### config.mk
export PLATFORM = sky130hd
export DESIGN_NAME = assembly_line_tokenizer
export DESIGN_NICKNAME = d
export VERILOG_FILES = /design/src/sv/alt_pkg.sv /design/src/sv/alt_step.sv /design/src/sv/assembly_line_tokenizer.sv
export SDC_FILE = /design/constraint.sdc
export NUM_CORES = 1
export LEC_CHECK = 0
export ABC_CLOCK_PERIOD_IN_PS = 6850
export BUFFER_PORTS_ARGS = -buffer_cell sky130_fd_sc_hd__buf_2
export CAP_MARGIN = 10
export CORE_MARGIN = 4
export CORE_UTILIZATION = 44
export CTS_CLUSTER_SIZE = 25
export DETAILED_ROUTE_END_ITERATION = 16
export PLACE_DENSITY = 0.68
export SLEW_MARGIN = 0
export SYNTH_ARGS = -nofsm -noshare
export SYNTH_HDL_FRONTEND = slang
export SYNTH_SLANG_ARGS = --single-unit
### constraint.sdc
create_clock -name i_clk -period 6.85 [get_ports i_clk]
set_clock_uncertainty 0.1 [all_clocks]
set_input_delay 0.3425 -clock i_clk [delete_from_list [all_inputs] [get_ports i_clk]]
set_output_delay 0.3425 -clock i_clk [all_outputs]
set_load 0.1 [all_outputs]
### src/sv/alt_pkg.sv
// ----------------------------------------------------------------------------
// alt_pkg
// shared types, character codes and limits of the assembly line tokenizer
// ----------------------------------------------------------------------------
`default_nettype none

package alt_pkg;

    localparam int MAX_TOKENS = 4;
    localparam int LINE_BYTES = 4096;

    localparam int CHAR_W  = 8;
    localparam int POS_W   = 12;
    localparam int TIDX_W  = 2;
    localparam int LINE_W  = 24;
    localparam int CNT_W   = 3;
    localparam int SIZE_W  = 13;

    localparam logic [LINE_W-1:0] LINE_MAX = {LINE_W{1'b1}};

    // character codes
    localparam logic [CHAR_W-1:0] CH_NL     = 8'h0A;
    localparam logic [CHAR_W-1:0] CH_TAB    = 8'h09;
    localparam logic [CHAR_W-1:0] CH_SPACE  = 8'h20;
    localparam logic [CHAR_W-1:0] CH_DQUOTE = 8'h22;
    localparam logic [CHAR_W-1:0] CH_SQUOTE = 8'h27;
    localparam logic [CHAR_W-1:0] CH_COMMA  = 8'h2C;
    localparam logic [CHAR_W-1:0] CH_SEMI   = 8'h3B;
    localparam logic [CHAR_W-1:0] CH_LBRK   = 8'h5B;
    localparam logic [CHAR_W-1:0] CH_BSLASH = 8'h5C;
    localparam logic [CHAR_W-1:0] CH_RBRK   = 8'h5D;

    typedef enum logic [1:0] {
        KIND_BYTE  = 2'd0,
        KIND_TERM  = 2'd1,
        KIND_LINE  = 2'd2,
        KIND_ERROR = 2'd3
    } t_kind;

    typedef enum logic [2:0] {
        ERR_COMMA     = 3'd0,
        ERR_OPEN_BRK  = 3'd1,
        ERR_CLOSE_BRK = 3'd2,
        ERR_TOKENS    = 3'd3,
        ERR_FULL      = 3'd4
    } t_err;

    typedef struct packed {
        logic              in_comment;
        logic              in_token;
        logic              esc;
        logic              in_quotes;
        logic [CHAR_W-1:0] quote_char;
        logic              in_brackets;
        logic [CNT_W-1:0]  tokens;
        logic [POS_W-1:0]  wpos;
        logic [LINE_W-1:0] line_cnt;
        logic              err_flag;
    } t_state;

    typedef struct packed {
        t_kind             kind;
        logic [CHAR_W-1:0] byte_value;
        logic [POS_W-1:0]  position;
        logic [TIDX_W-1:0] token_index;
        logic              token_start;
        logic [LINE_W-1:0] line_no;
        logic [CNT_W-1:0]  token_count;
        logic [SIZE_W-1:0] line_size;
        t_err              error_code;
        logic              errors_seen;
    } t_result;

endpackage

`default_nettype wire

### src/sv/alt_step.sv
// ----------------------------------------------------------------------------
// alt_step
// one character of tokenizer work: next state and the optional result word
// ----------------------------------------------------------------------------
`default_nettype none

module alt_step (
    input  wire logic [alt_pkg::CHAR_W-1:0] i_char,
    input  alt_pkg::t_state                 i_state,
    output alt_pkg::t_state                 o_state,
    output logic                            o_has_result,
    output alt_pkg::t_result                o_result
);

    logic                            is_sep;
    logic                            is_quote;
    logic                            full;
    logic [alt_pkg::LINE_W-1:0]      cur_line;

    assign is_sep   = (i_char == alt_pkg::CH_SPACE) || (i_char == alt_pkg::CH_TAB) ||
                      (i_char == alt_pkg::CH_SEMI)  || (i_char == alt_pkg::CH_COMMA);
    assign is_quote = (i_char == alt_pkg::CH_DQUOTE) || (i_char == alt_pkg::CH_SQUOTE);
    // last slot stays free for the final terminator
    assign full     = (i_state.wpos == alt_pkg::POS_W'(alt_pkg::LINE_BYTES - 1));
    assign cur_line = (i_state.line_cnt != alt_pkg::LINE_MAX) ?
                      i_state.line_cnt + 1'b1 : alt_pkg::LINE_MAX;

    always_comb begin
        logic               drop;
        logic               start;
        logic               do_store;
        logic               do_report;
        alt_pkg::t_kind     store_kind;
        logic [alt_pkg::CHAR_W-1:0] store_byte;
        alt_pkg::t_err      code;

        drop       = 1'b0;
        start      = 1'b0;
        do_store   = 1'b0;
        do_report  = 1'b0;
        store_kind = alt_pkg::KIND_BYTE;
        store_byte = '0;
        code       = alt_pkg::ERR_COMMA;

        o_state      = i_state;
        o_state.esc  = 1'b0;
        o_has_result = 1'b0;
        o_result     = '0;

        if (is_sep) begin
            if (i_state.in_comment || i_state.in_brackets) begin
                drop = 1'b1;
            end else if (i_state.in_quotes) begin
                do_store   = 1'b1;
                store_byte = i_char;
            end else if (i_state.in_token) begin
                o_state.in_token = 1'b0;
                do_store         = 1'b1;
                store_kind       = alt_pkg::KIND_TERM;
            end else if (i_char == alt_pkg::CH_COMMA) begin
                do_report = 1'b1;
                code      = alt_pkg::ERR_COMMA;
            end else if (i_char == alt_pkg::CH_SEMI) begin
                o_state.in_comment = 1'b1;
            end
        end else if (i_char == alt_pkg::CH_NL) begin
            o_state.line_cnt    = cur_line;
            o_state.in_comment  = 1'b0;
            o_state.in_token    = 1'b0;
            o_state.in_brackets = 1'b0;
            if (i_state.wpos != '0) begin
                o_has_result         = 1'b1;
                o_result.kind        = alt_pkg::KIND_LINE;
                o_result.position    = i_state.wpos;
                o_result.line_no     = cur_line;
                o_result.token_count = i_state.tokens;
                o_result.line_size   = alt_pkg::SIZE_W'(i_state.wpos) + 1'b1;
                o_state.wpos         = '0;
                o_state.tokens       = '0;
            end
        end else if (!i_state.in_comment) begin
            if (i_char == alt_pkg::CH_LBRK) begin
                if (i_state.in_brackets) begin
                    do_report = 1'b1;
                    code      = alt_pkg::ERR_OPEN_BRK;
                    drop      = 1'b1;
                end else begin
                    o_state.in_brackets = 1'b1;
                end
            end else if (i_char == alt_pkg::CH_RBRK) begin
                if (!i_state.in_brackets) begin
                    do_report = 1'b1;
                    code      = alt_pkg::ERR_CLOSE_BRK;
                    drop      = 1'b1;
                end else begin
                    o_state.in_brackets = 1'b0;
                end
            end
            if (!drop && !i_state.in_token) begin
                o_state.in_token = 1'b1;
                if (int'(i_state.tokens) >= alt_pkg::MAX_TOKENS) begin
                    do_report = 1'b1;
                    code      = alt_pkg::ERR_TOKENS;
                    drop      = 1'b1;
                end else begin
                    o_state.tokens = i_state.tokens + 1'b1;
                    start          = 1'b1;
                end
            end
            if (!drop && !i_state.esc) begin
                if (i_char == alt_pkg::CH_BSLASH) begin
                    o_state.esc = 1'b1;
                    drop        = 1'b1;
                end else if (is_quote) begin
                    if (i_state.in_quotes) begin
                        if (i_char == i_state.quote_char) begin
                            o_state.in_quotes  = 1'b0;
                            o_state.quote_char = '0;
                        end
                    end else begin
                        o_state.in_quotes  = 1'b1;
                        o_state.quote_char = i_char;
                    end
                end
            end
            if (!drop) begin
                do_store   = 1'b1;
                store_byte = i_char;
            end
        end

        // a store into the reserved last slot turns into a buffer-full error
        if (do_store && full) begin
            do_report = 1'b1;
            code      = alt_pkg::ERR_FULL;
        end else if (do_store) begin
            o_has_result         = 1'b1;
            o_result.kind        = store_kind;
            o_result.byte_value  = store_byte;
            o_result.position    = i_state.wpos;
            // index follows the count after a token that opens here
            o_result.token_index = (o_state.tokens == '0) ? '0 :
                                   alt_pkg::TIDX_W'(o_state.tokens - 1'b1);
            o_result.token_start = start;
            o_result.line_no     = cur_line;
            o_state.wpos         = i_state.wpos + 1'b1;
        end

        if (do_report) begin
            o_has_result         = 1'b1;
            o_state.err_flag     = 1'b1;
            o_result.kind        = alt_pkg::KIND_ERROR;
            o_result.position    = i_state.wpos;
            o_result.line_no     = cur_line;
            o_result.error_code  = code;
        end

        o_result.errors_seen = o_state.err_flag;
    end

endmodule

`default_nettype wire

### src/sv/assembly_line_tokenizer.sv
// ----------------------------------------------------------------------------
// assembly_line_tokenizer
// splits a stream of assembly source characters into bytes, token
// terminators, line records and error words
// ----------------------------------------------------------------------------
//
//  channel  | direction | handshake                     | payload
//  ---------+-----------+-------------------------------+---------------------
//  char     | in        | i_char_valid / o_char_ready   | i_char_in
//  result   | out       | o_res_valid  / i_res_ready    | o_kind .. o_errors_seen
//
//  one character per cycle unless a result word stalls; a character waits
//  in the input register and its result word is then registered in the
//  result register. the state update is a single pass of flag logic, so
//  no loop bounds rate. reset (synchronous, active low) clears tokenizer
//  state and both valids. a stalled result word stalls the input stage only
//  when the waiting character produces a word; characters with no result drain
// ----------------------------------------------------------------------------
`default_nettype none

module assembly_line_tokenizer (
    input  wire logic        i_clk,
    input  wire logic        i_rst_n,
    // character input
    input  wire logic        i_char_valid,
    output logic             o_char_ready,
    input  wire logic [7:0]  i_char_in,
    // result output
    output logic             o_res_valid,
    input  wire logic        i_res_ready,
    output logic [1:0]       o_kind,
    output logic [7:0]       o_byte_value,
    output logic [11:0]      o_position,
    output logic [1:0]       o_token_index,
    output logic             o_token_start,
    output logic [23:0]      o_line_no,
    output logic [2:0]       o_token_count,
    output logic [12:0]      o_line_size,
    output logic [2:0]       o_error_code,
    output logic             o_errors_seen
);

    // input register
    logic                          r_in_valid;
    logic [alt_pkg::CHAR_W-1:0]    r_char;

    // tokenizer state
    alt_pkg::t_state               r_state;
    alt_pkg::t_state               n_state;

    // result register
    logic                          r_out_valid;
    logic                          n_out_valid;
    alt_pkg::t_result              r_res;
    alt_pkg::t_result              n_res;

    logic                          has_result;
    logic                          advance;

    alt_step u_step (
        .i_char       (r_char),
        .i_state      (r_state),
        .o_state      (n_state),
        .o_has_result (has_result),
        .o_result     (n_res)
    );

    // the held character moves on when the result slot is free, is being
    // taken, or the character produces nothing
    assign advance      = r_in_valid && (!r_out_valid || i_res_ready || !has_result);
    assign o_char_ready = !r_in_valid || advance;

    always_comb begin
        if (advance && has_result) begin
            n_out_valid = 1'b1;
        end else if (i_res_ready) begin
            n_out_valid = 1'b0;
        end else begin
            n_out_valid = r_out_valid;
        end
    end

    // control registers
    always_ff @(posedge i_clk) begin
        if (!i_rst_n) begin
            r_in_valid  <= 1'b0;
            r_out_valid <= 1'b0;
            r_state     <= '0;
        end else begin
            if (o_char_ready) begin
                r_in_valid <= i_char_valid;
            end
            r_out_valid <= n_out_valid;
            if (advance) begin
                r_state <= n_state;
            end
        end
    end

    // payload registers
    always_ff @(posedge i_clk) begin
        if (o_char_ready && i_char_valid) begin
            r_char <= i_char_in;
        end
        if (advance && has_result) begin
            r_res <= n_res;
        end
    end

    assign o_res_valid   = r_out_valid;
    assign o_kind        = r_res.kind;
    assign o_byte_value  = r_res.byte_value;
    assign o_position    = r_res.position;
    assign o_token_index = r_res.token_index;
    assign o_token_start = r_res.token_start;
    assign o_line_no     = r_res.line_no;
    assign o_token_count = r_res.token_count;
    assign o_line_size   = r_res.line_size;
    assign o_error_code  = r_res.error_code;
    assign o_errors_seen = r_res.errors_seen;

`ifndef SYNTHESIS
    // sticky error flag never clears
    a_err_sticky : assert property (@(posedge i_clk) disable iff (!i_rst_n)
        r_state.err_flag |=> r_state.err_flag)
        else $error("error flag cleared");

    // an error word always carries the sticky flag
    a_err_seen : assert property (@(posedge i_clk) disable iff (!i_rst_n)
        (o_res_valid && (o_kind == alt_pkg::KIND_ERROR)) |-> o_errors_seen)
        else $error("error word without sticky flag");

    // token count stays within the limit
    a_tok_limit : assert property (@(posedge i_clk) disable iff (!i_rst_n)
        int'(r_state.tokens) <= alt_pkg::MAX_TOKENS)
        else $error("token count past limit");

    // empty input register always takes a character
    a_in_ready : assert property (@(posedge i_clk) disable iff (!i_rst_n)
        !r_in_valid |-> o_char_ready)
        else $error("input stalled while empty");
`endif

endmodule

`default_nettype wire
==> flow_summary.yaml <==
synth:
  synth_edf_count: 77
  ys_seq_area_frac: 0.530
  synth_area_leaders: "edfxtp_1 36%, dfxtp_1 17%, a21oi_1 4.3%"
  ys_warn_count: 0
  synth_nets: 652
  synth-seq-cells: 132
  synthArstFlopShare: 0
  postSynthCellCount: 634
  synthDistinctLibCells: 70
  synth_top_cell_area_share: 0.359
  synth_area_um2: 6440
  synth_top_cell_by_area: "edfxtp_1"
  synth_top_flop_cell: "edfxtp_1"
  syn_avg_cell_area_um2: 10.2
finish:
  fin_util: 0.540
  area_growth_pct: 18.1
  mostFrequentLayoutCell: "buf_2"
  fillers: 1269
  design_area_um2: 7610
  layout_common_cells: "82 x buf_2, 77 x edfxtp_1, 60 x nor2_1, 56 x a21oi_1, 55 x dfxtp_1"
  drive_gt1_frac: 0.198
  diodes: 0
  nNetsFinal: 726
timing:
  rsz0062_at_grt: "false"
  hold_ws_ps: 103
  fin_crit_sh: 0.628
  setup_violations: 0
  fin_tns_setup_ps: 0
  drv_slew: 0
  period_minus_slack_ps: 4300
  worst_pin_slew_ps: 1210
  max_freq_mhz: 232
  slew_headroom: 0.193
  hold_violations: 0
drt:
  drc_errors: 0
  wire_per_inst_um: 16.8
  drt_pre_antenna_iters: 5
  detail_route.wirelength_um: 15100
  drt_iter0_markers: 446
  vias_per_cell: 5.65
  dr_total_vias: 5095
  ant_nets: 0
worst_setup_path:
  crit_path_max_incr_delay_ps: 580
  startpoint_type: "register"
  worst_setup_path_end_kind: "primary output"
  crit_cells: 7
  critical_path_arrival_ps: 3860
  critPathKind: "register to primary output"
  cp_max_fo: 36
  critPathTopFamily: "simple AND/OR/NAND/NOR gates"
  path_cells: "nor4b_2 > and4_1 > nand2_1 > and3_4 > nand2b_1 > or2_1 > buf_2"
  slowest_stage: "edfxtp_1"
  worstPathRequired_ps: 6410
  path_buf_inv: 1
  reg2reg_depth: 7
grt:
  grt_max_degree: 61
  grtUsageTotal: 0.183
  grt_first_pass_wirelength_um: 24200
  globalRoute.totalOverflow: 0
  grt_pass1_vias: 4810
  antenna_found_initial: 0
floorplan:
  chipWidth_um: 129
  io_pins: 83
  row_count: 43
  dieArea_um2: 16600
  initial_core_util: 0.457
  core_um2: 14100
  die_h_um: 129
clocking:
  cts_root_buf: "clkbuf_16"
  htreeDepth: 4
  cts_buffers: 17
  clk_pin_slew_worst_paths_ps: 50
  clkLatencyLatePin_ps: 420
  clock-sinks: 132
  cts_tree: "built"
  clk_path_buf_depth: 2
  cts_setup_buffers: 0
  post_cts_resized: 0
  cts_hold_buf: 8
placement:
  dpl.hpwl_um: 10200
  finalWeightedCongestion: 0.893
  portBuffers: 82
  placed_cell_area_um2: 6930
power_and_ir_drop:
  p_total_uw: 2050
  powerDensity_nw_per_um2: 270
  p_leak_uw: 0.00277
  ir_drop_uv: 136
worst_hold_path:
  hp-class: "primary input to register"
  hold_depth: 3
run_status:
  status: "complete, no violations"
flow_run:
  cap_violations: 0
## metal layers
layer | routed length, µm | vias to the layer above | global-route usage | share of wire
met5 | 0 | - | 0 | 0
met4 | 268 | 0 | 0.0716 | 0.018
met3 | 872 | 23 | 0.0437 | 0.058
met2 | 7150 | 149 | 0.288 | 0.47
met1 | 6850 | 2454 | 0.247 | 0.45
li1 | - | 2469 | - | -
## sequential cells by signal, indices dropped and copies added, names as in the netlist
name / cells
o_res_valid: 1
o_token_count: 3
o_kind: 2
o_errors_seen: 1
o_error_code: 3
o_line_size: 13
o_position: 12
o_byte_value: 8
o_token_index: 2
o_line_no: 24
r_char: 8
r_in_valid: 1
r_state: 53
o_token_start: 1
## final cells by class
class                   instances  area (µm²)  area share
clock buffers                  20         437      0.0574
clock inverters                12         161      0.0212
inverters                      16        60.1     0.00789
multi-input cells             448        2800       0.368
flip-flops and latches        132        3410       0.449
well taps                     180         225      0.0296
repair buffers                 93         513      0.0674
## cell families after synthesis
family | synth area share
mux | 0.00777
simple gates | 0.218
compound gates | 0.151
xor+xnor | 0.0449
buf+inv | 0.0369
fa+ha+maj | 0.0117
flops | 0.530
## synthesized netlist by cell type (4+ instances only)
library cell / instances
mux2i_1: 5
nand4_1: 14
o221a_2: 8
dfxtp_1: 55
edfxtp_1: 77
and2_1: 18
o22ai_1: 8
ha_1: 6
buf_2: 7
nor2_1: 61
and3_1: 15
o21a_1: 10
nor2b_1: 12
nor4_1: 4
and4_1: 4
a31oi_1: 6
nand2b_1: 10
nand2_1: 52
nor3_1: 10
o21ai_0: 19
xnor2_1: 19
or2_2: 5
inv_1: 15
nand3_1: 31
clkbuf_1: 26
a21oi_1: 56
xor2_1: 14
## worst paths after layout
| kind | start | end | slack, ps |
|---|---|---|---|
| min reg2reg | r_state[0] | r_state[0] | 360 |
| max reg2reg | r_char[2] | o_errors_seen | 2720 |
| max | r_char[2] | o_char_ready | 2550 |
| min | i_char_valid | r_in_valid | 100 |
## stage by stage
step | std cells | worst slack, ps
2_1_floorplan | 634 | 1200
3_3_place_gp | 861 | 2880
3_5_place_dp | 861 | 2720
4_1_cts | 901 | 2520
5_1_grt | 901 | 2310
6_report | 901 | 2550
## power by group
part           switching (µW)  internal [µW]
combinational             203           40.6
clock                     323            602
sequential               15.9            867
## worst reg2reg max path: stages, from the launching register on
cell      delay [ps]
edfxtp_1         580
nor4b_2          580
and4_1           470
nand2_1          480
and3_4           500
o21ai_4          490
nor2_4           150
buf_4            390
No activity file was read; power rests on OpenSTA's default activity.
